## src/rtl/fq_pkg.sv

```systemverilog
// Shared types, constants and float decode helpers for the float-to-int quantizer.
`default_nettype none
package fq_pkg;

  // Register indexes on the configuration port.
  localparam logic REG_SCALE = 1'b0;
  localparam logic REG_MODE  = 1'b1;

  localparam int unsigned DIV_BITS       = 26;
  localparam int unsigned BITS_PER_STAGE = 2;
  localparam int unsigned DIV_STAGES     = DIV_BITS / BITS_PER_STAGE;

  // Saturation limits as magnitudes.
  localparam logic [16:0] LIM_I8_POS  = 17'd127;
  localparam logic [16:0] LIM_I8_NEG  = 17'd128;
  localparam logic [16:0] LIM_I16_POS = 17'd32767;
  localparam logic [16:0] LIM_I16_NEG = 17'd32768;

  typedef enum logic [1:0] {
    KIND_NUM,
    KIND_ZERO,
    KIND_SAT
  } kind_t;

  typedef struct packed {
    logic              sign;
    logic              nan;
    logic              inf;
    logic              zero;
    logic [23:0]       man;
    logic signed [9:0] exp;
  } fp_dec_t;

  typedef struct packed {
    logic              valid;
    logic              last;
    kind_t             kind;
    logic              sign;
    logic signed [9:0] exp;
    logic [24:0]       rem;
    logic [25:0]       q;
  } div_t;

  // Leading zeros of a 24-bit word; returns 0 for a zero word.
  function automatic logic [4:0] lzc24(input logic [23:0] x);
    logic [4:0] n;
    n = 5'd0;
    for (int i = 0; i < 24; i++) begin
      if (x[i]) begin
        n = 5'(23 - i);
      end
    end
    return n;
  endfunction

  // Splits a float32 pattern and normalizes nonzero subnormals so man[23] is set.
  function automatic fp_dec_t fp_decode(input logic [31:0] b);
    fp_dec_t    d;
    logic [7:0] e;
    logic [22:0] f;
    logic [4:0] lz;
    e = b[30:23];
    f = b[22:0];
    lz = lzc24({1'b0, f});
    d.sign = b[31];
    d.nan  = (e == 8'hFF) && (f != 23'd0);
    d.inf  = (e == 8'hFF) && (f == 23'd0);
    d.zero = (e == 8'h00) && (f == 23'd0);
    if (e == 8'h00) begin
      d.man = {1'b0, f} << lz;
      d.exp = $signed(10'(-126)) - $signed({5'b0, lz});
    end else begin
      d.man = {1'b1, f};
      d.exp = $signed({2'b0, e}) - 10'sd127;
    end
    return d;
  endfunction

endpackage
`default_nettype wire

```

## src/rtl/fq_if.sv

```systemverilog
// Valid/ready stream interfaces for the quantizer input and result channels.
`default_nettype none
interface fq_in_if;
  logic        valid;
  logic        ready;
  logic [31:0] value_bits;
  logic        in_last;
  modport source (output valid, output value_bits, output in_last, input ready);
  modport sink (input valid, input value_bits, input in_last, output ready);
endinterface

interface fq_out_if;
  logic               valid;
  logic               ready;
  logic signed [15:0] quantized;
  logic               out_last;
  modport source (output valid, output quantized, output out_last, input ready);
  modport sink (input valid, input quantized, input out_last, output ready);
endinterface
`default_nettype wire

```

## src/rtl/float32_to_int_quantizer_core.sv

```systemverilog
// Pipelined single-precision divide, round and saturate to int8 or int16.
//
// Usage: each transfer on in_ch carries one float32 element and a last mark.
// The element is divided by the scale register, rounded to nearest-even in
// single precision, then rounded to an integer with ties away from zero and
// saturated to int8 (out_mode 0) or int16 (out_mode 1). NaN results give 0.
// One transfer on out_ch follows per input, in order, with the last mark.
// The mantissa divider is a restoring array of 13 register stages retiring
// two quotient bits each, which lets one element enter every cycle.
// When out_ch stalls with a result waiting, the whole pipeline holds and
// in_ch.ready drops; nothing is lost or repeated.
// Registers: scale at byte address 0 (reset 1.0), out_mode at address 4
// (reset 0). Write them only while no element is in flight.
// Reset (rst, synchronous) empties the pipeline and restores the registers.
`default_nettype none
module float32_to_int_quantizer_core
  import fq_pkg::*;
(
  input  wire logic        clk,
  input  wire logic        rst,
  fq_in_if.sink            in_ch,
  fq_out_if.source         out_ch,
  input  wire logic        psel,
  input  wire logic        penable,
  input  wire logic        pwrite,
  input  wire logic [2:0]  paddr,
  input  wire logic [31:0] pwdata,
  output logic [31:0]      prdata,
  output logic             pready
);

  logic [31:0] scale_bits;
  logic        out_mode;
  logic        adv;

  assign pready = 1'b1;

  always_ff @(posedge clk) begin
    if (rst) begin
      scale_bits <= 32'h3F80_0000;
      out_mode   <= 1'b0;
    end else if (psel && penable && pwrite) begin
      case (paddr[2])
        REG_SCALE: scale_bits <= pwdata;
        REG_MODE:  out_mode   <= pwdata[0];
        default:   ;
      endcase
    end
  end

  always_comb begin
    case (paddr[2])
      REG_SCALE: prdata = scale_bits;
      REG_MODE:  prdata = {31'd0, out_mode};
      default:   prdata = 32'd0;
    endcase
  end

  // Decoded scale; the user must keep it stable while items are in flight.
  fp_dec_t sc;
  always_ff @(posedge clk) begin
    sc <= fp_decode(scale_bits);
  end

  logic out_valid;
  assign adv         = !out_valid || out_ch.ready;
  assign in_ch.ready = adv;

  // Input register.
  logic        a_valid;
  logic        a_last;
  logic [31:0] a_value;

  always_ff @(posedge clk) begin
    if (rst) begin
      a_valid <= 1'b0;
    end else if (adv) begin
      a_valid <= in_ch.valid;
    end
    if (adv) begin
      a_value <= in_ch.value_bits;
      a_last  <= in_ch.in_last;
    end
  end

  // Classification and divider setup.
  fp_dec_t va;
  div_t    div_in;

  always_comb begin
    va = fp_decode(a_value);
    div_in.valid = a_valid;
    div_in.last  = a_last;
    div_in.sign  = va.sign ^ sc.sign;
    div_in.exp   = va.exp - sc.exp;
    div_in.rem   = {1'b0, va.man};
    div_in.q     = '0;
    if (va.nan || sc.nan) begin
      div_in.kind = KIND_ZERO;
    end else if (sc.zero) begin
      div_in.kind = va.zero ? KIND_ZERO : KIND_SAT;
    end else if (va.inf) begin
      div_in.kind = sc.inf ? KIND_ZERO : KIND_SAT;
    end else if (sc.inf || va.zero) begin
      div_in.kind = KIND_ZERO;
    end else begin
      div_in.kind = KIND_NUM;
    end
  end

  // Restoring divider: stage k holds the state after 2*k quotient bits.
  div_t dv [DIV_STAGES+1];
  div_t dv_next [DIV_STAGES];

  always_comb begin
    for (int k = 0; k < DIV_STAGES; k++) begin
      dv_next[k] = dv[k];
      for (int j = 0; j < BITS_PER_STAGE; j++) begin
        if (dv_next[k].rem >= {1'b0, sc.man}) begin
          dv_next[k].q   = {dv_next[k].q[24:0], 1'b1};
          dv_next[k].rem = {dv_next[k].rem[23:0] - sc.man, 1'b0};
        end else begin
          dv_next[k].q   = {dv_next[k].q[24:0], 1'b0};
          dv_next[k].rem = {dv_next[k].rem[23:0], 1'b0};
        end
      end
    end
  end

  always_ff @(posedge clk) begin
    if (rst) begin
      for (int k = 0; k <= DIV_STAGES; k++) begin
        dv[k].valid <= 1'b0;
      end
    end else if (adv) begin
      dv[0] <= div_in;
      for (int k = 0; k < DIV_STAGES; k++) begin
        dv[k+1] <= dv_next[k];
      end
    end
  end

  // Round the quotient to single precision.
  div_t              d_fin;
  logic [23:0]       rm;
  logic              rg;
  logic              rs;
  logic              rnd;
  logic [24:0]       rsum;
  logic signed [9:0] rexp;
  logic [23:0]       r_man_next;
  logic signed [9:0] r_exp_next;

  always_comb begin
    d_fin = dv[DIV_STAGES];
    if (d_fin.q[25]) begin
      rm   = d_fin.q[25:2];
      rg   = d_fin.q[1];
      rs   = d_fin.q[0] || (d_fin.rem != 25'd0);
      rexp = d_fin.exp;
    end else begin
      rm   = d_fin.q[24:1];
      rg   = d_fin.q[0];
      rs   = d_fin.rem != 25'd0;
      rexp = d_fin.exp - 10'sd1;
    end
    rnd  = rg && (rs || rm[0]);
    rsum = {1'b0, rm} + {24'd0, rnd};
    if (rsum[24]) begin
      r_man_next = rsum[24:1];
      r_exp_next = rexp + 10'sd1;
    end else begin
      r_man_next = rsum[23:0];
      r_exp_next = rexp;
    end
  end

  logic              r_valid;
  logic              r_last;
  kind_t             r_kind;
  logic              r_sign;
  logic [23:0]       r_man;
  logic signed [9:0] r_exp;

  always_ff @(posedge clk) begin
    if (rst) begin
      r_valid <= 1'b0;
    end else if (adv) begin
      r_valid <= d_fin.valid;
    end
    if (adv) begin
      r_last <= d_fin.last;
      r_kind <= d_fin.kind;
      r_sign <= d_fin.sign;
      r_man  <= r_man_next;
      r_exp  <= r_exp_next;
    end
  end

  // Integer rounding with ties away from zero, then saturation.
  logic [4:0]  sh;
  logic [4:0]  hb;
  logic [16:0] mag;
  logic [16:0] lim;
  logic        sat;
  logic [15:0] q_next;

  always_comb begin
    sh  = 5'(10'sd23 - r_exp);
    hb  = 5'(sh - 5'd1);
    mag = 17'd0;
    sat = 1'b0;
    case (r_kind)
      KIND_SAT: sat = 1'b1;
      KIND_NUM: begin
        if (r_exp > 10'sd15) begin
          sat = 1'b1;
        end else if (r_exp >= -10'sd1) begin
          mag = 17'(r_man >> sh) + {16'd0, r_man[hb]};
        end
      end
      default: ;
    endcase
    if (out_mode) begin
      lim = r_sign ? LIM_I16_NEG : LIM_I16_POS;
    end else begin
      lim = r_sign ? LIM_I8_NEG : LIM_I8_POS;
    end
    if (sat || (mag > lim)) begin
      mag = lim;
    end
    q_next = r_sign ? 16'(-mag) : mag[15:0];
  end

  logic [15:0] q_reg;
  logic        last_reg;

  always_ff @(posedge clk) begin
    if (rst) begin
      out_valid <= 1'b0;
    end else if (adv) begin
      out_valid <= r_valid;
    end
    if (adv) begin
      q_reg    <= q_next;
      last_reg <= r_last;
    end
  end

  assign out_ch.valid     = out_valid;
  assign out_ch.quantized = q_reg;
  assign out_ch.out_last  = last_reg;

endmodule
`default_nettype wire

```

## src/flat_wrapper.sv

```systemverilog
// flat-port wrapper written by rule: the top's interface ports become plain ports
module float32_to_int_quantizer_core_flat import fq_pkg::*;
  (clk, rst, psel, penable, pwrite, paddr, pwdata, prdata, pready, in_ch_valid, in_ch_value_bits, in_ch_in_last, in_ch_ready, out_ch_valid, out_ch_quantized, out_ch_out_last, out_ch_ready);
  fq_in_if in_ch_i ();
  fq_out_if out_ch_i ();
  input  wire logic clk;
  input  wire logic rst;
  input  wire logic psel;
  input  wire logic penable;
  input  wire logic pwrite;
  input  wire logic [2:0] paddr;
  input  wire logic [31:0] pwdata;
  output logic [31:0] prdata;
  output logic pready;
  input wire logic [$bits(in_ch_i.valid)-1:0] in_ch_valid;
  input wire logic [$bits(in_ch_i.value_bits)-1:0] in_ch_value_bits;
  input wire logic [$bits(in_ch_i.in_last)-1:0] in_ch_in_last;
  output wire logic [$bits(in_ch_i.ready)-1:0] in_ch_ready;
  output wire logic [$bits(out_ch_i.valid)-1:0] out_ch_valid;
  output wire logic [$bits(out_ch_i.quantized)-1:0] out_ch_quantized;
  output wire logic [$bits(out_ch_i.out_last)-1:0] out_ch_out_last;
  input wire logic [$bits(out_ch_i.ready)-1:0] out_ch_ready;
  assign in_ch_i.valid = in_ch_valid;
  assign in_ch_i.value_bits = in_ch_value_bits;
  assign in_ch_i.in_last = in_ch_in_last;
  assign in_ch_ready = in_ch_i.ready;
  assign out_ch_valid = out_ch_i.valid;
  assign out_ch_quantized = out_ch_i.quantized;
  assign out_ch_out_last = out_ch_i.out_last;
  assign out_ch_i.ready = out_ch_ready;
  float32_to_int_quantizer_core u_core (.clk(clk), .rst(rst), .in_ch(in_ch_i), .out_ch(out_ch_i), .psel(psel), .penable(penable), .pwrite(pwrite), .paddr(paddr), .pwdata(pwdata), .prdata(prdata), .pready(pready));
endmodule
```

## config.mk

```make
export PLATFORM = sky130hd
export DESIGN_NAME = float32_to_int_quantizer_core_flat
export DESIGN_NICKNAME = d
export VERILOG_FILES = /design/src/rtl/fq_pkg.sv /design/src/rtl/fq_if.sv /design/src/rtl/float32_to_int_quantizer_core.sv /design/src/flat_wrapper.sv
export SDC_FILE = /design/constraint.sdc
export NUM_CORES = 2
export LEC_CHECK = 0
export BUFFER_PORTS_ARGS = -buffer_cell sky130_fd_sc_hd__buf_2
export CAP_MARGIN = 10
export CELL_PAD_IN_SITES_DETAIL_PLACEMENT = 0
export CELL_PAD_IN_SITES_GLOBAL_PLACEMENT = 2
export CORE_MARGIN = 2
export CORE_UTILIZATION = 46
export CTS_CLUSTER_DIAMETER = 120
export DETAILED_ROUTE_END_ITERATION = 6
export PLACE_DENSITY_LB_ADDON = 0.1
export SYNTH_ARGS = -nofsm -noshare
export SYNTH_HDL_FRONTEND = slang
export SYNTH_SLANG_ARGS = --single-unit
```

## constraint.sdc

```tcl
create_clock -name clk -period 48.9 [get_ports clk]
set_input_delay 4.89 -clock clk [delete_from_list [all_inputs] [get_ports clk]]
set_output_delay 4.89 -clock clk [all_outputs]
set_load 0.01 [all_outputs]
```

---- Word level (Yosys, flattened, before mapping) ----
Memory sizes are Yosys's and may differ from the RTL's.
Index checks and enable logic that the tools add are counted.
Widths: inputs -> output; s select.
storage, ports and cells
  flip-flop bits (word level) ............. 162
  bits in writable memories ............... 924
  output and inout port bits .............. 52
  memories kept ........................... 1
operators by class
  $add $sub $neg .......................... 38
  magnitude comparators ................... 30
  equal/unequal tests ..................... 3
  shift operators ......................... 3
  muxes and demuxes ....................... 118
  bitwise operators ....................... 16
  reduce and logical (&&, ||, !) cells .... 26
memory list
  memory     depth  width  read ports  clocked after Yosys merged registers in  write ports  line                                  RTL
  u_core.dv  14     66     14          0                                        14           float32_to_int_quantizer_core.sv:112  div_t dv [DIV_STAGES+1];
operators by type and width
  kind                 number
  $mux 51              26
  $ge 25x24->1         26
  $sub 24x24->24       26
  $mux 5               46
  $mux 16              4
  $pmux 32 s2          1
  $mux 17              3
  $shl 23x5->24        2
  $logic_not 23->1     2
  $reduce_bool 23->1   2
  $mux 34              1
  $mux 33              1
  $add 24x1->25        1
  $reduce_bool 25->1   1
  $mux 1               24
  $mux 24              1
  $shr 24x5->17        1
  $mux 23              1
  $mux 10              2
  $sub 8x6->9 const A  2
  $sub 8x7->9 const B  2
  $add 17x1->17        1
  $gt 17x16->1         1
  $eq 8x8->1 const B   2
  other kinds (23)     55

---- Logic depth before layout (Yosys ltp) ----
  depth after elaboration ................. 26
  gate-level depth with buffers ........... 35

---- Worst setup path before layout ----
No wires, ideal clock.
  path kind ............................... input to register
  start point ............................. input out_ch_ready
  end point ............................... memory u_core.dv[0][131] in the netlist's numbering, data pin
  arrival time ............................ 25.831 ns
  slack ................................... 22.789 ns
  stages .................................. 5
  path through ............................ nor2b_1 clkbuf_1 nor2_1 clkbuf_1 and2_1
RTL lines
  element             line                                  RTL
  start: declaration  flat_wrapper.sv:22                    input wire logic [$bits(out_ch_i.ready)-1:0] out_ch_ready;
  end: declaration    float32_to_int_quantizer_core.sv:112

---- Worst setup path in the final report ----
  start point ............................. input out_ch_ready
  end point ............................... output in_ch_ready
on the way
  cells in the longest elaborated chain, start to end .. 1
ends and longest elaborated chain
  element           line                                 RTL
  $logic_or 1x1->1  float32_to_int_quantizer_core.sv:66  assign adv = !out_valid || out_ch.ready;
  end: declaration  flat_wrapper.sv:18                   output wire logic [$bits(in_ch_i.ready)-1:0] in_ch_ready;
No other way between the ends.

==> results.txt <==
Starting Density - 46.4%
met1 usage - 35.6%
CP dominant cell by count - buf_2
syn_nets - 7,886
RSZ-0062 raised after global routing - no
final setup TNS - 0 ns
#FFs+latches synth - 889
top cells by area, synth - edfxtp_1 35%, ha_1 12%, mux2_2 5.9%
register area share after synthesis - 37.3%
Area Overhead vs Synth - 9.47%
IO buf count - 123
Critical Path End Type - output pin
routability cong. - 0.885
Cell variety after synth - 97
GRT Util Overall - 25.3%
share of cells above drive strength 1 - 11.9%
Synth top area share - 35.2%
Storage cell area - 26,000 um2
number of global-route vias before repair - 51,893
Nets - 7,978
antenna violations before repair - 1
vias - 54,552
Iter 0 DRT Violations - 3,857
CP required - 44.01 ns
Die Height - 393 um
antenna viol nets, final - 0
Worst EP arrival - 6.07 ns
wire per inst - 21.2 um
Final min period - 10.96 ns
M2 GR Usage - 40.8%
# rows - 142
final WL - 198 mm
Post-synth top cells - 816 x edfxtp_1, 652 x ha_1, 597 x nand2_1, 577 x a21oi_1, 534 x nor2_1
CP startpoint kind - primary input
Placeable Area - 150,000 um2
CP max stage cell - nor2b_1
family with the most delay on the worst path - buffers and inverters
die width - 393 um
Syn. warnings - 0
Synth async-reset ratio - 0%
most common cell in the netlist - edfxtp_1
Bufs and invs on worst path - 3
via/cell ratio - 5.84
die footprint - 155,000 um2
Critical Path, Cell by Cell - buf_2 > nor2b_1 > inv_4 > buf_2
Pre-Repair DR Iteration Count - 6
grt total ovfl - 0
clock buffer count from CTS - 101
worst hold path type - flop to flop
Max Cap Viol - 0
Syn Std Cell Area - 69,600 um2
largest net degree at the start of global routing - 188
Clock Path Buffers - 3
Peak Freq - 91.3 MHz
max_slew headroom - 25.0%
hold-fix buffer count after cts - 0
Clock Pin Slew Worst Setup and Hold Paths - 0.06 ns
DRC Markers - 0
H-tree levels - 3
Top Ports - 127
Largest stage delay, worst path - 0.54 ns
first-pass GRT wire length - 304 mm
clock sink count - 889
Main synth FF type - edfxtp_1
Slew @ Worst Pin - 1.13 ns
Final Max Tran Viols - 0
CTS resizes - 0
Finish-stage setup viols - 0
grt peak-use layer - met2
Tcrit/Tclk final - 22.4%
post-synthesis cell count - 7,144
TritonCTS clock tree - yes
met3 GRT Util - 2.71%
CP Class - primary input to output pin
Clock Skew - 0.0516 ns
CP max FO - 30
mean post-synth cell area - 9.75 um2
DP HPWL - 146 mm
Root Driver - clkbuf_16
post-CTS setup buffer count - 0
leading area contributor after synthesis - edfxtp_1
status - complete, no violations
Multi-input gate area - 42,000 um2
FILL cells - 13,877
Clk Latency, worst-skew pair - 0.73 ns
final hold violation count - 0
number of enable flip-flop cells after synthesis - 816
-- state kept, by name, summed over array words and instances (netlist names), 2 cells and up --
signal	flops
u_core.r_kind	2
u_core.r_man	24
u_core.dv	728
u_core.out_ch.quantized	16
u_core.scale_bits	32
u_core.a_value	32
u_core.sc	37
u_core.r_exp	10
-- kinds of logic (layout without fill, tap and decap cells) --
family | Yosys count | count (layout) | synth area share [%]
compound gates | 1969 | 1969 | 18.1
other cells | 1 | 2 | 0.00538
buf+inv | 462 | 640 | 2.54
fa+ha+maj | 667 | 667 | 12.1
mux | 506 | 506 | 8.39
simple gates | 2069 | 2069 | 14.3
xor+xnor | 581 | 581 | 7.31
flops | 889 | 889 | 37.3
-- metrics by stage --
step	hold WS [ns]	setup slack [ns]	cell area [um2]	util, %	instances
2_1_floorplan	0.344	22.79	69600	-	7144
3_3_place_gp	0.370	37.94	72700	48.4	9149
3_5_place_dp	0.365	37.93	72700	48.4	9149
4_1_cts	0.376	37.93	76200	50.8	9338
5_1_grt	0.388	37.83	76200	50.8	9338
6_report	0.375	37.94	76200	50.8	9339
-- layer usage --
metal	share of wire [%]	wire length [um]
met2	45	89700
met1	48	94200
met4	3.3	6560
met3	3.9	7690
met5	0	0
-- final timing paths --
| path | start | cells after the start | endpoint | slack, ns |
|---|---|---|---|---|
| worst max-delay path | out_ch_ready | 4 | in_ch_ready | 37.94 |
| worst max register to register | u_core.sc[11] | 26 | u_core.dv[0][367] | 40.19 |
| worst min register to register | u_core.scale_bits[31] | 0 | u_core.sc[37] | 0.37 |
| worst min-delay path | u_core.scale_bits[31] | 0 | u_core.sc[37] | 0.37 |
-- cells in the final DEF, fill, tap and decap left out, drive strengths merged, types with 114 or more instances in the layout --
cell type  Yosys  final
ha           652    652
a21o         271    271
nand2        597    597
a21oi        577    577
o21a         114    114
inv          232    240
xnor2        379    379
xor2         202    202
mux2         371    371
nor2         534    534
nand3        129    129
o21ai        438    438
buf           47    214
nor2b        130    130
nor3         173    173
edfxtp       816    816
clkbuf       178    119
-- layout make-up --
type                       count  area share, %
timing repair buffer         214           1.72
clock inverter                70           1.21
antenna                        1        0.00328
sequential                   889           34.1
multi-input combinational   5793           55.1
clock buffer                 119           3.45
inverter                     237           1.17
tap                         2016           3.31
Power is left out: the tool's default activity adds up to more than one toggle a clock period on the data nets, which glitch-free logic cannot reach.
